<file path="src/rtl/deq_pkg.sv">
// ----------------------------------------------------------------------------
// Double-ended queue package
// Sizes, element types, action and status codes and index wrap helpers.
// ----------------------------------------------------------------------------
package deq_pkg;

  localparam int DEPTH  = 64;
  localparam int IDX_W  = $clog2(DEPTH);
  localparam int CNT_W  = $clog2(DEPTH + 1);
  localparam int ELEM_W = 32;
  localparam int ACT_W  = 3;
  localparam int STAT_W = 2;

  typedef logic [IDX_W-1:0]          idx_t;
  typedef logic [CNT_W-1:0]          cnt_t;
  typedef logic signed [ELEM_W-1:0]  elem_t;

  typedef enum logic [ACT_W-1:0] {
    ACT_PUSH_REAR  = 3'd0,
    ACT_PUSH_FRONT = 3'd1,
    ACT_POP_REAR   = 3'd2,
    ACT_POP_FRONT  = 3'd3,
    ACT_LIST       = 3'd4
  } action_t;

  typedef enum logic [STAT_W-1:0] {
    STAT_OK    = 2'd0,
    STAT_EMPTY = 2'd1,
    STAT_FULL  = 2'd2
  } status_t;

  function automatic idx_t idx_inc(idx_t i);
    return (i == idx_t'(DEPTH - 1)) ? '0 : idx_t'(i + idx_t'(1));
  endfunction

  function automatic idx_t idx_dec(idx_t i);
    return (i == '0) ? idx_t'(DEPTH - 1) : idx_t'(i - idx_t'(1));
  endfunction

endpackage

</file>
<file path="src/rtl/deq_in_if.sv">
// ----------------------------------------------------------------------------
// Double-ended queue request channel
// Valid/ready channel carrying one action and its value per transfer.
// ----------------------------------------------------------------------------
interface deq_in_if;
  logic                        valid;
  logic                        ready;
  logic [deq_pkg::ACT_W-1:0]   action;
  deq_pkg::elem_t              value;

  modport source (output valid, output action, output value, input ready);
  modport sink   (input valid, input action, input value, output ready);
endinterface

</file>
<file path="src/rtl/deq_out_if.sv">
// ----------------------------------------------------------------------------
// Double-ended queue result channel
// Valid/ready channel carrying status, element and end-of-run flag.
// ----------------------------------------------------------------------------
interface deq_out_if;
  logic                        valid;
  logic                        ready;
  logic [deq_pkg::STAT_W-1:0]  status;
  deq_pkg::elem_t              element;
  logic                        last_of_run;

  modport source (output valid, output status, output element, output last_of_run,
                  input ready);
  modport sink   (input valid, input status, input element, input last_of_run,
                  output ready);
endinterface

</file>
<file path="src/rtl/double_ended_queue_core.sv">
// ----------------------------------------------------------------------------
// Double-ended queue core
// Bounded deque of signed 32-bit values in a circular on-chip store.
//
//   channel  | dir | payload                        | handshake
//   in_ch    | in  | action, value                  | valid/ready
//   out_ch   | out | status, element, last_of_run   | valid/ready
//
// Push and any empty/full status: the result register loads on acceptance.
// Pop: the registered store read feeds the result register from the wait state.
// List: one store read and one transfer per cycle unless the result stalls.
// Reset clears head, tail, count and the result valid flag; the store is not
// cleared and needs no sweep. A stalled result holds and blocks the sequence.
// ----------------------------------------------------------------------------
module double_ended_queue_core (
  input  logic      clk,
  input  logic      rst,
  deq_in_if.sink    in_ch,
  deq_out_if.source out_ch
);

  logic                           ram_we;
  deq_pkg::idx_t                  ram_waddr;
  logic [deq_pkg::ELEM_W-1:0]     ram_wdata;
  logic                           ram_re;
  deq_pkg::idx_t                  ram_raddr;
  logic [deq_pkg::ELEM_W-1:0]     ram_rdata;

  deq_ctrl u_ctrl (
    .clk       (clk),
    .rst       (rst),
    .in_ch     (in_ch),
    .out_ch    (out_ch),
    .ram_we    (ram_we),
    .ram_waddr (ram_waddr),
    .ram_wdata (ram_wdata),
    .ram_re    (ram_re),
    .ram_raddr (ram_raddr),
    .ram_rdata (ram_rdata)
  );

  deq_ram #(
    .WIDTH (deq_pkg::ELEM_W),
    .DEPTH (deq_pkg::DEPTH)
  ) u_store (
    .clk   (clk),
    .we    (ram_we),
    .waddr (ram_waddr),
    .wdata (ram_wdata),
    .re    (ram_re),
    .raddr (ram_raddr),
    .rdata (ram_rdata)
  );

endmodule

</file>
<file path="src/rtl/deq_ram.sv">
// ----------------------------------------------------------------------------
// Generic single-port-write RAM
// One write port and one read port, read data registered.
// ----------------------------------------------------------------------------
module deq_ram #(
  parameter int WIDTH = 32,
  parameter int DEPTH = 64
) (
  input  logic                     clk,
  input  logic                     we,
  input  logic [$clog2(DEPTH)-1:0] waddr,
  input  logic [WIDTH-1:0]         wdata,
  input  logic                     re,
  input  logic [$clog2(DEPTH)-1:0] raddr,
  output logic [WIDTH-1:0]         rdata
);

  logic [WIDTH-1:0] mem [DEPTH];

  always_ff @(posedge clk) begin
    if (we) begin
      mem[waddr] <= wdata;
    end
    if (re) begin
      rdata <= mem[raddr];
    end
  end

endmodule

</file>
<file path="src/rtl/deq_ctrl.sv">
// ----------------------------------------------------------------------------
// Double-ended queue controller
// Head, tail and count registers, request decode, read sequencing for pops
// and listing, and the result output register.
// ----------------------------------------------------------------------------
module deq_ctrl (
  input  logic                  clk,
  input  logic                  rst,
  deq_in_if.sink                in_ch,
  deq_out_if.source             out_ch,
  output logic                  ram_we,
  output deq_pkg::idx_t         ram_waddr,
  output logic [deq_pkg::ELEM_W-1:0] ram_wdata,
  output logic                  ram_re,
  output deq_pkg::idx_t         ram_raddr,
  input  logic [deq_pkg::ELEM_W-1:0] ram_rdata
);

  typedef enum logic [1:0] {
    S_IDLE = 2'b01,
    S_WAIT = 2'b10
  } state_t;

  state_t          state, state_next;
  deq_pkg::idx_t   head, head_next;
  deq_pkg::idx_t   tail, tail_next;
  deq_pkg::cnt_t   count, count_next;
  deq_pkg::cnt_t   remain, remain_next;
  deq_pkg::idx_t   lidx, lidx_next;

  logic            out_valid;
  deq_pkg::status_t out_status;
  deq_pkg::elem_t  out_element;
  logic            out_last;

  logic            out_free;
  logic            accept;
  logic            is_full;
  logic            is_empty;
  logic            load_out;
  deq_pkg::status_t load_status;
  deq_pkg::elem_t  load_element;
  logic            load_last;

  assign out_free = !out_valid || out_ch.ready;
  assign in_ch.ready = (state == S_IDLE) && out_free;
  assign accept = in_ch.valid && in_ch.ready;
  assign is_full = (count == deq_pkg::cnt_t'(deq_pkg::DEPTH));
  assign is_empty = (count == '0);
  assign ram_wdata = in_ch.value;

  always_comb begin
    state_next   = state;
    head_next    = head;
    tail_next    = tail;
    count_next   = count;
    remain_next  = remain;
    lidx_next    = lidx;
    ram_we       = 1'b0;
    ram_waddr    = tail;
    ram_re       = 1'b0;
    ram_raddr    = head;
    load_out     = 1'b0;
    load_status  = deq_pkg::STAT_OK;
    load_element = '0;
    load_last    = 1'b1;

    case (state)
      S_IDLE: begin
        if (accept) begin
          case (deq_pkg::action_t'(in_ch.action))
            deq_pkg::ACT_PUSH_REAR: begin
              load_out = 1'b1;
              if (is_full) begin
                load_status = deq_pkg::STAT_FULL;
              end else begin
                ram_we     = 1'b1;
                ram_waddr  = tail;
                tail_next  = deq_pkg::idx_inc(tail);
                count_next = deq_pkg::cnt_t'(count + deq_pkg::cnt_t'(1));
              end
            end
            deq_pkg::ACT_PUSH_FRONT: begin
              load_out = 1'b1;
              if (is_full) begin
                load_status = deq_pkg::STAT_FULL;
              end else begin
                ram_we     = 1'b1;
                ram_waddr  = deq_pkg::idx_dec(head);
                head_next  = deq_pkg::idx_dec(head);
                count_next = deq_pkg::cnt_t'(count + deq_pkg::cnt_t'(1));
              end
            end
            deq_pkg::ACT_POP_REAR: begin
              if (is_empty) begin
                load_out    = 1'b1;
                load_status = deq_pkg::STAT_EMPTY;
              end else begin
                ram_re      = 1'b1;
                ram_raddr   = deq_pkg::idx_dec(tail);
                tail_next   = deq_pkg::idx_dec(tail);
                count_next  = deq_pkg::cnt_t'(count - deq_pkg::cnt_t'(1));
                remain_next = deq_pkg::cnt_t'(1);
                state_next  = S_WAIT;
              end
            end
            deq_pkg::ACT_POP_FRONT: begin
              if (is_empty) begin
                load_out    = 1'b1;
                load_status = deq_pkg::STAT_EMPTY;
              end else begin
                ram_re      = 1'b1;
                ram_raddr   = head;
                head_next   = deq_pkg::idx_inc(head);
                count_next  = deq_pkg::cnt_t'(count - deq_pkg::cnt_t'(1));
                remain_next = deq_pkg::cnt_t'(1);
                state_next  = S_WAIT;
              end
            end
            deq_pkg::ACT_LIST: begin
              if (is_empty) begin
                load_out    = 1'b1;
                load_status = deq_pkg::STAT_EMPTY;
              end else begin
                ram_re      = 1'b1;
                ram_raddr   = head;
                lidx_next   = deq_pkg::idx_inc(head);
                remain_next = count;
                state_next  = S_WAIT;
              end
            end
            default: begin
            end
          endcase
        end
      end
      S_WAIT: begin
        // hold read data until the output register frees
        if (out_free) begin
          load_out     = 1'b1;
          load_element = deq_pkg::elem_t'(ram_rdata);
          load_last    = (remain == deq_pkg::cnt_t'(1));
          if (remain == deq_pkg::cnt_t'(1)) begin
            state_next = S_IDLE;
          end else begin
            ram_re      = 1'b1;
            ram_raddr   = lidx;
            lidx_next   = deq_pkg::idx_inc(lidx);
            remain_next = deq_pkg::cnt_t'(remain - deq_pkg::cnt_t'(1));
          end
        end
      end
      default: begin
        state_next = S_IDLE;
      end
    endcase
  end

  always_ff @(posedge clk) begin
    if (rst) begin
      state     <= S_IDLE;
      head      <= '0;
      tail      <= '0;
      count     <= '0;
      remain    <= '0;
      lidx      <= '0;
      out_valid <= 1'b0;
    end else begin
      state  <= state_next;
      head   <= head_next;
      tail   <= tail_next;
      count  <= count_next;
      remain <= remain_next;
      lidx   <= lidx_next;
      if (load_out) begin
        out_valid <= 1'b1;
      end else if (out_ch.ready) begin
        out_valid <= 1'b0;
      end
    end
  end

  always_ff @(posedge clk) begin
    if (load_out) begin
      out_status  <= load_status;
      out_element <= load_element;
      out_last    <= load_last;
    end
  end

  assign out_ch.valid       = out_valid;
  assign out_ch.status      = out_status;
  assign out_ch.element     = out_element;
  assign out_ch.last_of_run = out_last;

endmodule

</file>
<file path="src/flat_wrapper.sv">
// flat-port wrapper written by rule: the top's interface ports become plain ports
module double_ended_queue_core_flat 
  (clk, rst, in_ch_valid, in_ch_action, in_ch_value, in_ch_ready, out_ch_valid, out_ch_status, out_ch_element, out_ch_last_of_run, out_ch_ready);
  deq_in_if in_ch_i ();
  deq_out_if out_ch_i ();
  input  logic clk;
  input  logic rst;
  input wire logic [$bits(in_ch_i.valid)-1:0] in_ch_valid;
  input wire logic [$bits(in_ch_i.action)-1:0] in_ch_action;
  input wire logic [$bits(in_ch_i.value)-1:0] in_ch_value;
  output wire logic [$bits(in_ch_i.ready)-1:0] in_ch_ready;
  output wire logic [$bits(out_ch_i.valid)-1:0] out_ch_valid;
  output wire logic [$bits(out_ch_i.status)-1:0] out_ch_status;
  output wire logic [$bits(out_ch_i.element)-1:0] out_ch_element;
  output wire logic [$bits(out_ch_i.last_of_run)-1:0] out_ch_last_of_run;
  input wire logic [$bits(out_ch_i.ready)-1:0] out_ch_ready;
  assign in_ch_i.valid = in_ch_valid;
  assign in_ch_i.action = in_ch_action;
  assign in_ch_i.value = in_ch_value;
  assign in_ch_ready = in_ch_i.ready;
  assign out_ch_valid = out_ch_i.valid;
  assign out_ch_status = out_ch_i.status;
  assign out_ch_element = out_ch_i.element;
  assign out_ch_last_of_run = out_ch_i.last_of_run;
  assign out_ch_i.ready = out_ch_ready;
  double_ended_queue_core u_core (.clk(clk), .rst(rst), .in_ch(in_ch_i), .out_ch(out_ch_i));
endmodule
</file>
<file path="config.mk">
export PLATFORM = sky130hd
export DESIGN_NAME = double_ended_queue_core_flat
export DESIGN_NICKNAME = d
export VERILOG_FILES = /design/src/rtl/deq_pkg.sv /design/src/rtl/deq_in_if.sv /design/src/rtl/deq_out_if.sv /design/src/rtl/double_ended_queue_core.sv /design/src/rtl/deq_ram.sv /design/src/rtl/deq_ctrl.sv /design/src/flat_wrapper.sv
export SDC_FILE = /design/constraint.sdc
export NUM_CORES = 2
export LEC_CHECK = 0
export BUFFER_PORTS_ARGS = -buffer_cell sky130_fd_sc_hd__buf_2
export CORE_ASPECT_RATIO = 0.8
export CORE_MARGIN = 2
export CORE_UTILIZATION = 65
export CTS_BUF_LIST = sky130_fd_sc_hd__clkbuf_8
export DETAILED_ROUTE_END_ITERATION = 7
export GPL_TIMING_DRIVEN = 0
export PLACE_DENSITY_LB_ADDON = 0.25
export SYNTH_ARGS = -nofsm -noshare
export SYNTH_HDL_FRONTEND = slang
export SYNTH_HIERARCHICAL = 1
export SYNTH_SLANG_ARGS = --single-unit
</file>
<file path="constraint.sdc">
create_clock -name clk -period 5.7 [get_ports clk]
set_clock_uncertainty 0.1 [all_clocks]
set_input_delay 0.855 -clock clk [delete_from_list [all_inputs] [get_ports clk]]
set_output_delay 0.855 -clock clk [all_outputs]
set_load 0.02 [all_outputs]
</file>
==> impl_results.rst <==
.. list-table::
   :header-rows: 1

   * - Metric
     - Value
   * - Clock buffers created by TritonCTS
     - about 330
   * - Crit path max-delay family
     - simple AND/OR/NAND/NOR gates
   * - Half-perimeter wire length after detailed placement
     - between 150,000 and 200,000 µm
   * - Ordered cell list for the critical path
     - or4_4, or4_2, nand3_2, a21o_1, a221o_1, and2_1, clkbuf_1, nor2_1, buf_2, o211ai_1, a311o_1, a21oi_1
   * - Normalized max-slew margin
     - -0.0316
   * - Met2 wire length
     - 104,000 µm
   * - Iter 0 DRT Violations
     - 8,021
   * - Final-report max-slew violation count
     - 12
   * - Path type of the worst min-delay path
     - primary input to flip-flop
   * - TritonCTS clock tree
     - built
   * - Ports placed on the boundary
     - 76
   * - Gp weighted congestion
     - 0.901
   * - Critical-path top delay cell
     - clkbuf_1
   * - Area enclosed by the die boundary
     - about 130,000 µm²
   * - Routed via count
     - ~47,000
   * - Post-DR wirelength/cell
     - ~38 µm
   * - Final hold viol count
     - 0
   * - Clock latency reported for the late side of the worst-skew pair
     - about 1100 ps
   * - Number of antenna violations at the first check in global routing
     - 10
   * - Post-synthesis sequential area ratio
     - 0.765
   * - Leakage power figure
     - just under 0.03 µW
   * - PortBufs
     - 42
   * - Maximum number of pins on one net before global-route repair
     - 65
   * - Final instance area
     - ~94,000 µm²
   * - Worst vdd rail ir drop
     - between 0.3 and 0.4 mV
   * - Max cap viols
     - 2
   * - Post-synthesis net count
     - between 4,000 and 5,000
   * - Warnings from Yosys
     - 6
   * - Number of sinks on the clock net
     - approximately 2,200
   * - #FFs+latches synth
     - roughly 2,200
   * - Fin crit period
     - just under 6000 ps
   * - Worst endpoint required time
     - between 6000 and 7000 ps
   * - Number of global-route vias before repair
     - roughly 45,000
   * - Tcrit/Tclk final
     - 1.02
   * - Cell Rows
     - approximately 120
   * - GR Overflow Total
     - 0
   * - Routed met3 length
     - between 40,000 and 50,000 µm
   * - Sort of element at the start of the critical path
     - flip-flop
   * - Post-Route M1 WL
     - ~84,000 µm
   * - Vert. Die Dim
     - around 330 µm
   * - Peak fanout along the critical path
     - 10
   * - Total power density per cell area
     - between 300 and 400 nW/µm²
   * - Synthesized area per cell
     - around 21 µm²
   * - Horizontal extent of the die
     - slightly above 400 µm
   * - Share of post-route cells with drive strength above 1
     - 0.259
   * - Unrepaired setup endpoints after global routing
     - no
   * - Final Core Density
     - 0.739
   * - Synthesized area
     - approximately 84,000 µm²
   * - First-pass iteration count of the detailed router
     - 8
   * - CP Buf/Inv Count
     - 2
   * - Highest metal layer with signal wires
     - met5
   * - GR Util All Layers
     - 0.372
   * - Detail-routed via count per cell
     - 7.26
   * - Count of antenna-violating nets left after detailed routing
     - 0
   * - Achievable clock frequency
     - between 150 and 200 MHz
   * - Layout-stage area growth over the synthesis result
     - 12.3%
   * - Global-route wire length before repair
     - 336,000 µm
   * - Failing checks
     - max-capacitance violations, max-slew violations, negative setup slack
   * - Crit Path Class
     - flip-flop to flip-flop
   * - Fraction of registers with async set/reset
     - 0
   * - Maximum number of buffers from clock root to sink
     - 4
   * - Leading register cell type out of synthesis
     - edfxtp_1
   * - Post-Route WL
     - about 240,000 µm
   * - Transition time of the tightest slew-check pin
     - 1550 ps
   * - Crit-path max cell delay
     - 1000 ps
   * - Std-Cell Core Area
     - ~130,000 µm²
   * - EDFF count, synth
     - between 2,000 and 2,500
   * - Residual DRC count
     - 0
   * - Initial core utilization
     - 0.658
   * - Count of nets after finishing
     - roughly 4,500
   * - Count of distinct cell types in the synthesized netlist
     - 76
   * - Area post-placement
     - approximately 88,000 µm²
   * - Clock tree root driver cell
     - clkbuf_8
   * - Outcome
     - finished, violations left
   * - Nature of the critical path endpoint
     - flip-flop
   * - Final-report setup violation count
     - 4
   * - Clock transition at path regs
     - 60 ps
   * - H-tree level count
     - 5
   * - Final critical-path setup slack
     - -140 ps
   * - Data arrival time of the worst path
     - around 6500 ps
   * - Synthesized instance count
     - roughly 4,000
## cell usage in the layout (no fill, tap or decap), types with 27 or more instances in the layout
cell,n
nand3_1,65
buf_4,63
clkinv_1,71
buf_6,33
edfxtp_1,2115
clkbuf_1,93
nor2_1,62
buf_12,67
clkbuf_8,330
a22oi_1,132
nor2_4,66
mux2i_1,193
nand2_1,57
inv_1,133
a211oi_1,34
a21oi_1,68
a31oi_1,27
o21ai_0,44
buf_2,93
and3_1,44
clkinv_2,33
dfxtp_1,35
mux4_2,446
o22ai_1,45
## synthesized netlist by cell type, drive strengths merged (6+ instances only)
cell type	number	area (µm²)
nand2	60	233
clkbuf	104	392
nand3	66	335
a311o	12	120
o221ai	19	166
nand3b	10	75.1
a22oi	132	991
a311oi	12	118
mux4	446	10000
a21oi	70	350
nor3	23	115
xnor2	11	96.3
nor2	129	484
nor2b	20	125
and2	6	37.5
a211o	9	78.8
o211ai	15	113
xor2	8	70.1
a211oi	35	268
buf	167	1280
inv	22	82.6
nand2b	17	106
and3	45	287
a31oi	27	169
a22o	12	105
mux2i	193	1930
dfxtp	35	701
or3	6	37.5
o22a	12	105
o21ai	46	230
ha	16	200
edfxtp	2115	63500
or2	9	56.3
o22ai	45	282
o21a	6	45.0
## state kept, by name, summed over array words and instances, names as in the netlist
signal / flops
u_core/u_ctrl/count: 7
u_core/u_ctrl/head: 6
u_core/u_ctrl/lidx: 6
u_core/u_ctrl/out_ch.element: 32
u_core/u_ctrl/out_ch.last_of_run: 1
u_core/u_ctrl/out_ch.status: 2
u_core/u_ctrl/out_ch.valid: 1
u_core/u_ctrl/remain: 7
u_core/u_ctrl/state: 2
u_core/u_ctrl/tail: 6
u_core/u_store/mem: 2048
u_core/u_store/rdata: 32
## layer usage
metal | vias to the layer above | track usage
met2 | 4344 | 0.511
li1 | 17818 | -
met4 | 18 | 0.166
met1 | 23882 | 0.529
met3 | 720 | 0.153
met5 | - | 0.00804
## power by group
part	internal [µW]	switching, µW
clock	5590	5740
combinational	1250	2370
sequential	17500	39.0
## layout make-up
cell class | count | area, µm²
Sequential cell | 2150 | 64200
Multi-Input combinational cell | 1587 | 18600
Inverter | 22 | 82.6
Buffer | 270 | 1700
Clock inverter | 228 | 1060
Timing Repair Buffer | 123 | 1930
Fill cell | 6989 | 33400
Clock buffer | 330 | 4540
Antenna cell | 10 | 25.0
Tap cell | 1725 | 2160
## logic make-up (layout without fill, tap and decap cells)
| group | after synthesis | in the layout | synth area share |
|---|---|---|---|
| compound gates | 487 | 487 | 0.0413 |
| xor+xnor | 19 | 19 | 0.00198 |
| fa+ha+maj | 17 | 17 | 0.00262 |
| buf+inv | 293 | 973 | 0.0208 |
| flops | 2150 | 2150 | 0.765 |
| mux | 643 | 643 | 0.143 |
| other cells | 0 | 10 | 0 |
| simple gates | 421 | 421 | 0.0253 |
## stage by stage
step	instances	worst slack [ps]	setup TNS [ps]	total power [µW]	hold slack, ps
2_1_floorplan	4030	589	0	20000	367
3_3_place_gp	5797	-2440	-3672040	21200	376
3_5_place_dp	5874	-1230	-26350	21300	402
4_1_cts	6431	11.4	0	32400	54.2
5_1_grt	6441	7.06	0	33300	108
6_report	6445	-140	-345	32500	91.6
## worst reg2reg max path, stage by stage (launching register included)
cell	delay (ps)
dfxtp_1	360
or4_4	590
or4_2	630
nand3_2	170
a21o_1	200
a221o_1	580
and2_1	230
clkbuf_1	1000
nor2_1	560
buf_2	380
o211ai_1	150
a311o_1	400
a21oi_1	210
## worst paths after layout
kind	start	end	slack (ps)	cells after the start
min reg2reg	u_core/u_ctrl/state[1]	u_core/u_ctrl/state[1]	420	1
min	rst	u_core/u_ctrl/count[6]	90	3
max	u_core/u_ctrl/count[1]	u_core/u_store/rdata[25]	-140	12
max reg2reg	u_core/u_ctrl/count[1]	u_core/u_store/rdata[25]	-140	12
## repair_timing
action	CTS	global route
setup buffers	0	4
setup endpoints to repair	25	279
gates resized for setup	13	25
pin swaps	0	3
hold buffers	0	0
(Power assumes the default switching activity.)
